**src/rtl/core/cmad_pkg.sv**
```systemverilog
`timescale 1ns / 1ps
// ----------------------------------------------------------------------------
// cmad_pkg - shared types and constants for the calendar minute core
// Stream widths, pipeline depth, calendar constants and the month table for
// a fixed 365-day year with no leap day.
// ----------------------------------------------------------------------------
package cmad_pkg;

	// Stream payload widths, padded to whole bytes
	localparam int IN_TDATA_W  = 64;
	localparam int OUT_TDATA_W = 48;

	// Pipeline depth, input register through result register
	localparam int NUM_STAGES = 8;
	localparam int CNT_W      = $clog2(NUM_STAGES + 1);

	// Calendar constants
	localparam int NUM_MONTHS     = 12;
	localparam int MIN_PER_HOUR   = 60;
	localparam int MIN_PER_DAY    = 24 * MIN_PER_HOUR;
	localparam int MIN_PER_YEAR   = 365 * MIN_PER_DAY;

	// Reciprocal constants for division by 45 (after >>5, i.e. by 1440)
	// and by 15 (after >>2, i.e. by 60)
	localparam int DAY_RCP       = 23302;
	localparam int DAY_RCP_SHIFT = 20;
	localparam int HR_RCP        = 1093;
	localparam int HR_RCP_SHIFT  = 14;

	// Result of the compare path carried down the pipe
	typedef struct packed {
		logic [20:0] diff;
		logic        lt;
	} cmp_t;

	// Days in the year before the first day of the given month (1..12)
	function automatic logic [8:0] cum_days(input logic [3:0] month);
		logic [8:0] days;
		unique case (month)
			4'd1:    days = 9'd0;
			4'd2:    days = 9'd31;
			4'd3:    days = 9'd59;
			4'd4:    days = 9'd90;
			4'd5:    days = 9'd120;
			4'd6:    days = 9'd151;
			4'd7:    days = 9'd181;
			4'd8:    days = 9'd212;
			4'd9:    days = 9'd243;
			4'd10:   days = 9'd273;
			4'd11:   days = 9'd304;
			4'd12:   days = 9'd334;
			default: days = 9'd0;
		endcase
		return days;
	endfunction

	// Force a month code into 1..12
	function automatic logic [3:0] clamp_month(input logic [3:0] month);
		logic [3:0] m;
		if (month == 4'd0) begin
			m = 4'd1;
		end else if (month > 4'(NUM_MONTHS)) begin
			m = 4'(NUM_MONTHS);
		end else begin
			m = month;
		end
		return m;
	endfunction

endpackage

```
**src/rtl/core/calendar_minute_add_diff_core.sv**
```systemverilog
`timescale 1ns / 1ps
// ----------------------------------------------------------------------------
// calendar_minute_add_diff_core - minute arithmetic over a 365-day year
// Adds a signed minute offset to date-time A with wrap over the year, and
// returns A minus B in minutes and whether A is strictly before B.
//
//  Channel   Dir  Handshake                    Payload
//  s_axis    in   s_axis_tvalid/s_axis_tready  A, B, offset (64-bit tdata)
//  m_axis    out  m_axis_tvalid/m_axis_tready  sum date-time, diff, flag
//
// One request per clock cycle sustained while m_axis_tready is high; every request
// passes through an eight-stage pipeline (input register to result register).
// Each stage has its own valid bit and fills while a later stage is stalled,
// so the core keeps taking requests until all eight stages hold one.
// Reset clears only the stage valid bits; the payload registers are free.
// ----------------------------------------------------------------------------
module calendar_minute_add_diff_core (
	input  logic                             clk,
	input  logic                             arst_n,
	// first_month, first_day, first_hour, first_minute, second_month,
	// second_day, second_hour, second_minute, offset_minutes, zero pad
	input  logic [cmad_pkg::IN_TDATA_W-1:0]  s_axis_tdata,
	input  logic                             s_axis_tvalid,
	output logic                             s_axis_tready,
	// sum_month, sum_day, sum_hour, sum_minute, diff_minutes,
	// first_is_earlier, zero pad
	output logic [cmad_pkg::OUT_TDATA_W-1:0] m_axis_tdata,
	output logic                             m_axis_tvalid,
	input  logic                             m_axis_tready
);
	import cmad_pkg::*;

	// Stage control
	logic [NUM_STAGES:1]   vld_q;
	logic [NUM_STAGES+1:1] rdy;
	logic [NUM_STAGES:1]   load;

	// Stage 1: raw fields
	logic [3:0]         a_mon_s1, b_mon_s1;
	logic [4:0]         a_day_s1, b_day_s1;
	logic [4:0]         a_hr_s1, b_hr_s1;
	logic [5:0]         a_min_s1, b_min_s1;
	logic signed [20:0] off_s1;

	// Stage 2: minute of year
	logic signed [9:0]  a_doy, b_doy;
	logic signed [20:0] pa, pb;
	logic signed [20:0] pa_s2, pb_s2, off_s2;

	// Stage 3: raw sum and compare
	logic signed [21:0] sum_s3;
	cmp_t               cmp_s3;

	// Stage 4: sum wrapped into the year
	logic signed [21:0] wrap_full;
	logic [19:0]        tmod_s4;
	cmp_t               cmp_s4;

	// Stage 5: day of year
	logic [29:0]        doy_prod;
	logic [8:0]         doy_s5;
	logic [19:0]        tmod_s5;
	cmp_t               cmp_s5;

	// Stage 6: minute of day, month and day of month
	logic [19:0]        rem_full;
	logic [3:0]         mon_sel;
	logic [8:0]         mon_base;
	logic [8:0]         day_full;
	logic [10:0]        rem_s6;
	logic [3:0]         mon_s6;
	logic [4:0]         day_s6;
	cmp_t               cmp_s6;

	// Stage 7: hour
	logic [19:0]        hr_prod;
	logic [4:0]         hr_s7;
	logic [10:0]        rem_s7;
	logic [3:0]         mon_s7;
	logic [4:0]         day_s7;
	cmp_t               cmp_s7;

	// Stage 8: result register
	logic [10:0]        min_full;
	logic [3:0]         mon_s8;
	logic [4:0]         day_s8;
	logic [4:0]         hr_s8;
	logic [5:0]         min_s8;
	cmp_t               cmp_s8;

	// Ready ripples back: a stage takes a new request when empty or draining
	always_comb begin
		rdy[NUM_STAGES+1] = m_axis_tready;
		for (int k = NUM_STAGES; k >= 1; k--) begin
			rdy[k] = !vld_q[k] || rdy[k+1];
		end
		load[1] = rdy[1] && s_axis_tvalid;
		for (int k = 2; k <= NUM_STAGES; k++) begin
			load[k] = rdy[k] && vld_q[k-1];
		end
	end

	// Advance the valid bits
	always_ff @(posedge clk or negedge arst_n) begin
		if (!arst_n) begin
			vld_q <= '0;
		end else begin
			if (rdy[1]) begin
				vld_q[1] <= s_axis_tvalid;
			end
			for (int k = 2; k <= NUM_STAGES; k++) begin
				if (rdy[k]) begin
					vld_q[k] <= vld_q[k-1];
				end
			end
		end
	end

	assign s_axis_tready = rdy[1];
	assign m_axis_tvalid = vld_q[NUM_STAGES];

	// Stage 1: capture the request
	always_ff @(posedge clk) begin
		if (load[1]) begin
			a_mon_s1 <= s_axis_tdata[3:0];
			a_day_s1 <= s_axis_tdata[8:4];
			a_hr_s1  <= s_axis_tdata[13:9];
			a_min_s1 <= s_axis_tdata[19:14];
			b_mon_s1 <= s_axis_tdata[23:20];
			b_day_s1 <= s_axis_tdata[28:24];
			b_hr_s1  <= s_axis_tdata[33:29];
			b_min_s1 <= s_axis_tdata[39:34];
			off_s1   <= $signed(s_axis_tdata[60:40]);
		end
	end

	// Stage 2: map each date-time to its minute of the year
	always_comb begin
		a_doy = $signed({1'b0, cum_days(clamp_month(a_mon_s1))})
			+ $signed({5'b0, a_day_s1}) - 10'sd1;
		b_doy = $signed({1'b0, cum_days(clamp_month(b_mon_s1))})
			+ $signed({5'b0, b_day_s1}) - 10'sd1;
		pa = $signed({{11{a_doy[9]}}, a_doy}) * 21'(MIN_PER_DAY)
			+ $signed({16'b0, a_hr_s1}) * 21'(MIN_PER_HOUR)
			+ $signed({15'b0, a_min_s1});
		pb = $signed({{11{b_doy[9]}}, b_doy}) * 21'(MIN_PER_DAY)
			+ $signed({16'b0, b_hr_s1}) * 21'(MIN_PER_HOUR)
			+ $signed({15'b0, b_min_s1});
	end

	always_ff @(posedge clk) begin
		if (load[2]) begin
			pa_s2  <= pa;
			pb_s2  <= pb;
			off_s2 <= off_s1;
		end
	end

	// Stage 3: add the offset, subtract B, compare
	always_ff @(posedge clk) begin
		if (load[3]) begin
			sum_s3      <= $signed({pa_s2[20], pa_s2}) + $signed({off_s2[20], off_s2});
			cmp_s3.diff <= pa_s2 - pb_s2;
			cmp_s3.lt   <= pa_s2 < pb_s2;
		end
	end

	// Stage 4: floor modulo by the year length
	always_comb begin
		if (sum_s3 >= 22'sd3 * 22'(MIN_PER_YEAR)) begin
			wrap_full = sum_s3 - 22'sd3 * 22'(MIN_PER_YEAR);
		end else if (sum_s3 >= 22'sd2 * 22'(MIN_PER_YEAR)) begin
			wrap_full = sum_s3 - 22'sd2 * 22'(MIN_PER_YEAR);
		end else if (sum_s3 >= 22'(MIN_PER_YEAR)) begin
			wrap_full = sum_s3 - 22'(MIN_PER_YEAR);
		end else if (sum_s3 >= 22'sd0) begin
			wrap_full = sum_s3;
		end else if (sum_s3 >= -22'(MIN_PER_YEAR)) begin
			wrap_full = sum_s3 + 22'(MIN_PER_YEAR);
		end else begin
			wrap_full = sum_s3 + 22'sd2 * 22'(MIN_PER_YEAR);
		end
	end

	always_ff @(posedge clk) begin
		if (load[4]) begin
			tmod_s4 <= wrap_full[19:0];
			cmp_s4  <= cmp_s3;
		end
	end

	// Stage 5: day of year, t / 1440 as (t >> 5) / 45 by reciprocal
	assign doy_prod = 30'(tmod_s4[19:5]) * 30'(DAY_RCP);

	always_ff @(posedge clk) begin
		if (load[5]) begin
			doy_s5  <= doy_prod[DAY_RCP_SHIFT+8:DAY_RCP_SHIFT];
			tmod_s5 <= tmod_s4;
			cmp_s5  <= cmp_s4;
		end
	end

	// Stage 6: minute of day, and month by search of the month table
	always_comb begin
		rem_full = tmod_s5 - 20'(doy_s5) * 20'(MIN_PER_DAY);
		mon_sel  = 4'd1;
		mon_base = 9'd0;
		for (int m = 2; m <= NUM_MONTHS; m++) begin
			if (doy_s5 >= cum_days(4'(m))) begin
				mon_sel  = 4'(m);
				mon_base = cum_days(4'(m));
			end
		end
		day_full = doy_s5 - mon_base + 9'd1;
	end

	always_ff @(posedge clk) begin
		if (load[6]) begin
			rem_s6 <= rem_full[10:0];
			mon_s6 <= mon_sel;
			day_s6 <= day_full[4:0];
			cmp_s6 <= cmp_s5;
		end
	end

	// Stage 7: hour, rem / 60 as (rem >> 2) / 15 by reciprocal
	assign hr_prod = 20'(rem_s6[10:2]) * 20'(HR_RCP);

	always_ff @(posedge clk) begin
		if (load[7]) begin
			hr_s7  <= hr_prod[HR_RCP_SHIFT+4:HR_RCP_SHIFT];
			rem_s7 <= rem_s6;
			mon_s7 <= mon_s6;
			day_s7 <= day_s6;
			cmp_s7 <= cmp_s6;
		end
	end

	// Stage 8: minute and result register
	assign min_full = rem_s7 - 11'(hr_s7) * 11'(MIN_PER_HOUR);

	always_ff @(posedge clk) begin
		if (load[8]) begin
			mon_s8 <= mon_s7;
			day_s8 <= day_s7;
			hr_s8  <= hr_s7;
			min_s8 <= min_full[5:0];
			cmp_s8 <= cmp_s7;
		end
	end

	assign m_axis_tdata = {6'b0, cmp_s8.lt, cmp_s8.diff, min_s8, hr_s8, day_s8, mon_s8};

endmodule

```
**config.mk**
```make
export PLATFORM = sky130hd
export DESIGN_NAME = calendar_minute_add_diff_core
export DESIGN_NICKNAME = d
export VERILOG_FILES = /design/src/rtl/core/cmad_pkg.sv /design/src/rtl/core/calendar_minute_add_diff_core.sv
export SDC_FILE = /design/constraint.sdc
export NUM_CORES = 1
export LEC_CHECK = 0
export ABC_AREA = 0
export BUFFER_PORTS_ARGS = -buffer_cell sky130_fd_sc_hd__buf_2
export CAP_MARGIN = 20
export CORE_MARGIN = 2
export CORE_UTILIZATION = 68
export CTS_BUF_LIST = sky130_fd_sc_hd__clkbuf_8 sky130_fd_sc_hd__clkbuf_16
export DETAILED_ROUTE_END_ITERATION = 16
export PLACE_DENSITY = 0.87
export REMOVE_ABC_BUFFERS = 1
export SLEW_MARGIN = 0
export SYNTH_ARGS = -nofsm -noshare
export SYNTH_HDL_FRONTEND = slang
export SYNTH_SLANG_ARGS = --single-unit
```
**constraint.sdc**
```tcl
create_clock -name clk -period 20.5 [get_ports clk]
set_input_delay 4.1 -clock clk [delete_from_list [all_inputs] [get_ports clk]]
set_output_delay 4.1 -clock clk [all_outputs]
set_load 0.01 [all_outputs]
```
[Yosys cells after proc, flatten, opt, wreduce, memory -nomap -nowiden]
Memories as Yosys holds them, arrays and structs flattened.
Index checks and enable logic that the tools add are counted.
Word-level totals
  register bits after elaboration: 386
  bits in latches: 0
  memory bits (writable): 0
  bits in read-only memories: 288
  output and inout port bits: 50
  logic and storage cells: 153
  memories: 2
Operators by class
  $add $sub $neg: 19
  multipliers: 8
  divide/modulo/power cells: 0
  $lt $le $gt $ge: 19
  eq/ne operators: 0
  shift operators: 0
  muxes and demuxes: 30
  bitwise gates (word level): 0
  reduce and logical (&&, ||, !) cells: 27
Memories
  (name not given): depth 16, bits a word 9, rd ports 1, clocked after memory_dff 0, write ports 0, line cmad_pkg.sv:39  | unique case (month)
  (name not given): depth 16, bits a word 9, rd ports 1, clocked after memory_dff 0, write ports 0, line cmad_pkg.sv:39
Operators by type and width (number)
  20-bit 2-to-1 mux: 5
  5-bit 2-to-1 mux: 11
  22-bit by 21-bit >= comparator with 1-bit output (second input constant): 2
  22-bit >= comparator (second input constant): 2
  21-bit by 12-bit adder with 21-bit output: 2
  21-bit by 7-bit adder with 21-bit output: 2
  20-bit subtractor (second input constant): 2
  9-bit by 8-bit >= comparator with 1-bit output (second input constant): 4
  4-bit 2-to-1 mux: 9
  10-bit by 7-bit multiplier with 16-bit output (second input constant): 2
  15-bit by 14-bit multiplier with 28-bit output (second input constant): 1
  9-bit >= comparator (second input constant): 3
  21-bit by 21-bit adder with 22-bit output: 1
  22-bit by 1-bit >= comparator with 1-bit output (second input constant): 1
  21-bit < comparator: 1
  21-bit subtractor: 1
  20-bit by 13-bit adder with 20-bit output (second input constant): 1
  20-bit adder (second input constant): 1
  9-bit by 5-bit adder with 10-bit output: 2
  10-bit by 2-bit subtractor with 10-bit output (second input constant): 2
  20-bit by 13-bit subtractor with 20-bit output (second input constant): 1
  9-bit by 11-bit multiplier with 19-bit output (second input constant): 1
  9-bit by 7-bit >= comparator with 1-bit output (second input constant): 2
  5-bit by 4-bit multiplier with 9-bit output (second input constant): 2
  16 further kinds: 42

[Longest topological paths before layout]
  depth in word-level cells: 14
  mapped depth: 34
  gate-level depth less buffers: 32

[Worst setup path after synthesis]
OpenSTA, ideal clock, no wires.
  kind: input to output
  from: input m_axis_tready
  to: output s_axis_tready
  arrival: 4938 ps
  required time: 16400 ps
  slack: 11462 ps
  cell stages on the path: 6
  buffers on the path: 0
  path through: nor2b_1 > nand3_1 > nor2_1 > nand3_1 > inv_1 > nand3_1
Between the ends
  word-level cells in the longest chain between the ends: 8
Ends and longest elaborated chain
  start: declaration: line calendar_minute_add_diff_core.sv:29  | input logic m_axis_tready
  1-bit logical OR (8 in a row): line calendar_minute_add_diff_core.sv:95  | rdy[k] = !vld_q[k] || rdy[k+1];
  end: declaration: line calendar_minute_add_diff_core.sv:24  | output logic s_axis_tready,
Every way passes these cells.

[Worst setup path in the final report]
Same ends and word-level chain as after synthesis.

==> impl_metrics.tcl <==
set metrics [dict create \
    status "finished clean" \
    num_antenna_cells 0 \
    synth_edf_count 378 \
    r2r_setup_slack_ns 12.52 \
    drt-initial-drc-count 916 \
    synth.cell_area_sq_um 25900 \
    hold_violations 0 \
    setup_viol_count_final 0 \
    cts.repair.resized 0 \
    ctsHoldBuffers 0 \
    yosys.area.top_type "edfxtp_1" \
    clock_skew_ns 0.0270 \
    critPathSlowestCell "nor2b_1" \
    yosysMostFrequentCell "edfxtp_1" \
    critical_path.top_delay_family "simple AND/OR/NAND/NOR gates" \
    dr.pass1.iters 5 \
    cts_tree "built" \
    ys_warn_count 0 \
    rr_endpoint "pb_s2[20]" \
    drive_above_1_share_pct 9.12 \
    ys_ff_latch 386 \
    yosysTopAreaCellShare_pct 43.8 \
    drcViolationCount 0 \
    cts_setup_buffers 0 \
    netlist_top_cells_area "edfxtp_1 (44%), ha_1 (18%), fa_1 (8.6%), inv_1 (5.1%), xnor2_1 (3.9%)" \
    grt_pass1_wl_mm 79.6 \
    async_reset_ff_share_pct 2.07 \
    cp_max_fo 5 \
    drv_slew 0 \
    slew-limit-headroom_pct 32.0 \
    final_antenna_net_count 0 \
    yosysSeqAreaShare_pct 44.6 \
    dieWidth_um 199 \
    grt_max_degree 64 \
    reg2reg_depth 31 \
    hold_class "reg -> reg" \
    synth_cell_type_count 82 \
    grt_pass1_vias 16900 \
    nets 2847 \
    worst-setup-path-type "in -> out" \
    crit_arrival_ns 5.81 \
    max-clock-path-buffers 3 \
    clk_latency_ns 0.58 \
    area_growth_pct 9.41 \
    cts_sinks 386 \
    cp_num_buf_inv 3 \
    vias_per_cell 5.80 \
    vias 16400 \
    slowest_delay_ns 0.46 \
    cp-end-kind "output port" \
    reg2reg_from "b_mon_s1[2]" \
    cts-buffers-inserted 40 \
    portBuffers 108 \
    worstPathRequired_ns 16.40 \
    wl_per_cell_um 17.2 \
    root_buffer "clkbuf_16" \
    period_minus_slack_ns 9.91 \
    worst_pin_slew_ns 1.01 \
    dp_hpwl_mm 36.6 \
    grt-ovfl-total 0 \
    avgSynthCellArea_sq_um 11.9 \
    synthCells 2172 \
    die_area_sq_um 39700 \
    gp_congestion 0.915 \
    grtUsageTotal_pct 25.4 \
    ios 118 \
    worstHoldStart "cmp_s5[0]" \
    crit_top_cell "nand3_1" \
    clk_pin_slew_ns 0.06 \
    synth_flop_cell "edfxtp_1" \
    cp_cell_sequence "buf_2 > nor2b_1 > nand3_1 > nor2_1 > nand3_1 > inv_1 > nand3_1 > buf_2" \
    max_freq_mhz 101 \
    post-route-period-util_pct 48.3 \
    yosys-top-cells-count "edfxtp_1 (378), ha_1 (370), inv_1 (355), xnor2_1 (114), fa_1 (111)" \
    wirelength_mm 48.6 \
    tns_ns 0 \
    row_count 71 \
    startpoint_type "input pin" \
    min_to "cmp_s6[0]" \
    h-tree-depth 2 \
    grt_setup_unrepaired "false" \
    maxCapViolCount 0 \
    initial_core_util_pct 68.9 \
    core-area_sq_um 37600 \
    antenna_found_initial 0 \
    die_h_um 199 \
    min_path_cells 0 \
]
## cell families after synthesis
kind of cell | share of synthesized area [%]
and+or+nand+nor | 7.28
adders and majority gates | 26.5
other | 0.0145
muxes | 0.599
xor gates and xnor gates | 5.42
AOI/OAI and AO/OA | 9.76
DFF | 44.6
buffers and inverters | 5.87
## metrics by stage
stage | hold slack (ns) | cell area (sq um) | utilization (%) | instances | setup WS [ns]
after detailed placement | 0.405 | 27000 | 71.8 | 2765 | 10.58
after global placement | 0.401 | 27000 | 71.8 | 2765 | 10.65
after CTS | 0.400 | 28300 | 75.3 | 2833 | 10.57
after floorplan | 0.400 | 25700 | - | 2142 | 11.46
final | 0.408 | 28300 | 75.4 | 2835 | 10.59
after global routing | 0.402 | 28300 | 75.4 | 2835 | 10.38
## metal layers
layer  routed length (um)  GRT usage [%]  vias up
met2                25700           47.7      431
met5                    0              0        -
met4                 2010           10.6        0
met1                19000           29.0     7969
li1                     -              -     7932
met3                 1970           3.44      109
## cell usage in the layout (no fill, tap or decap), types with 13 or more instances in the layout
master and count:
a211oi_1 13, a21o_1 36, a21oi_1 102, a31oi_1 20, and3_1 18, buf_2 108
clkbuf_16 40, edfxtp_1 378, fa_1 111, ha_1 370, inv_1 360, nand2_1 72
nand2b_1 29, nand3_1 37, nor2_1 75, nor2b_1 24, nor3_1 25, o211ai_1 17
o21a_1 14, o21ai_0 64, o21bai_1 18, or3_1 15, xnor2_1 114, xor2_1 41
## registers in the layout, indices dropped and copies added (netlist names), 6 cells and up
name	cells
m_axis_tdata	22
tmod_s4	20
a_min_s1	6
rem_s7	6
off_s1	21
min_s8	6
sum_s3	22
cmp_s6	22
doy_s5	9
off_s2	21
cmp_s7	22
cmp_s4	22
vld_q	8
b_min_s1	6
tmod_s5	11
cmp_s3	22
pa_s2	21
cmp_s5	22
rem_s6	11
pb_s2	21
## worst max-delay path by stage
stage,endpoint,slack (ns),from,depth (start not counted)
3_5_place_dp,s_axis_tready,10.58,m_axis_tready,8
3_3_place_gp,s_axis_tready,10.65,m_axis_tready,8
5_1_grt,s_axis_tready,10.38,m_axis_tready,8
2_1_floorplan,s_axis_tready,11.46,m_axis_tready,6
6_report,s_axis_tready,10.59,m_axis_tready,8
4_1_cts,s_axis_tready,10.57,m_axis_tready,8
## final cells by class
class,instances,area [sq um]
inverter,357,1340
clock inverter,28,304
fill,2338,9240
multi-input combinational,1399,12900
timing repair buffer,114,618
sequential,386,11600
tap,511,639
clock buffer,40,1000
Power is left out: the tool's default activity adds up to more than one toggle a clock period on the data nets, which glitch-free logic cannot reach.
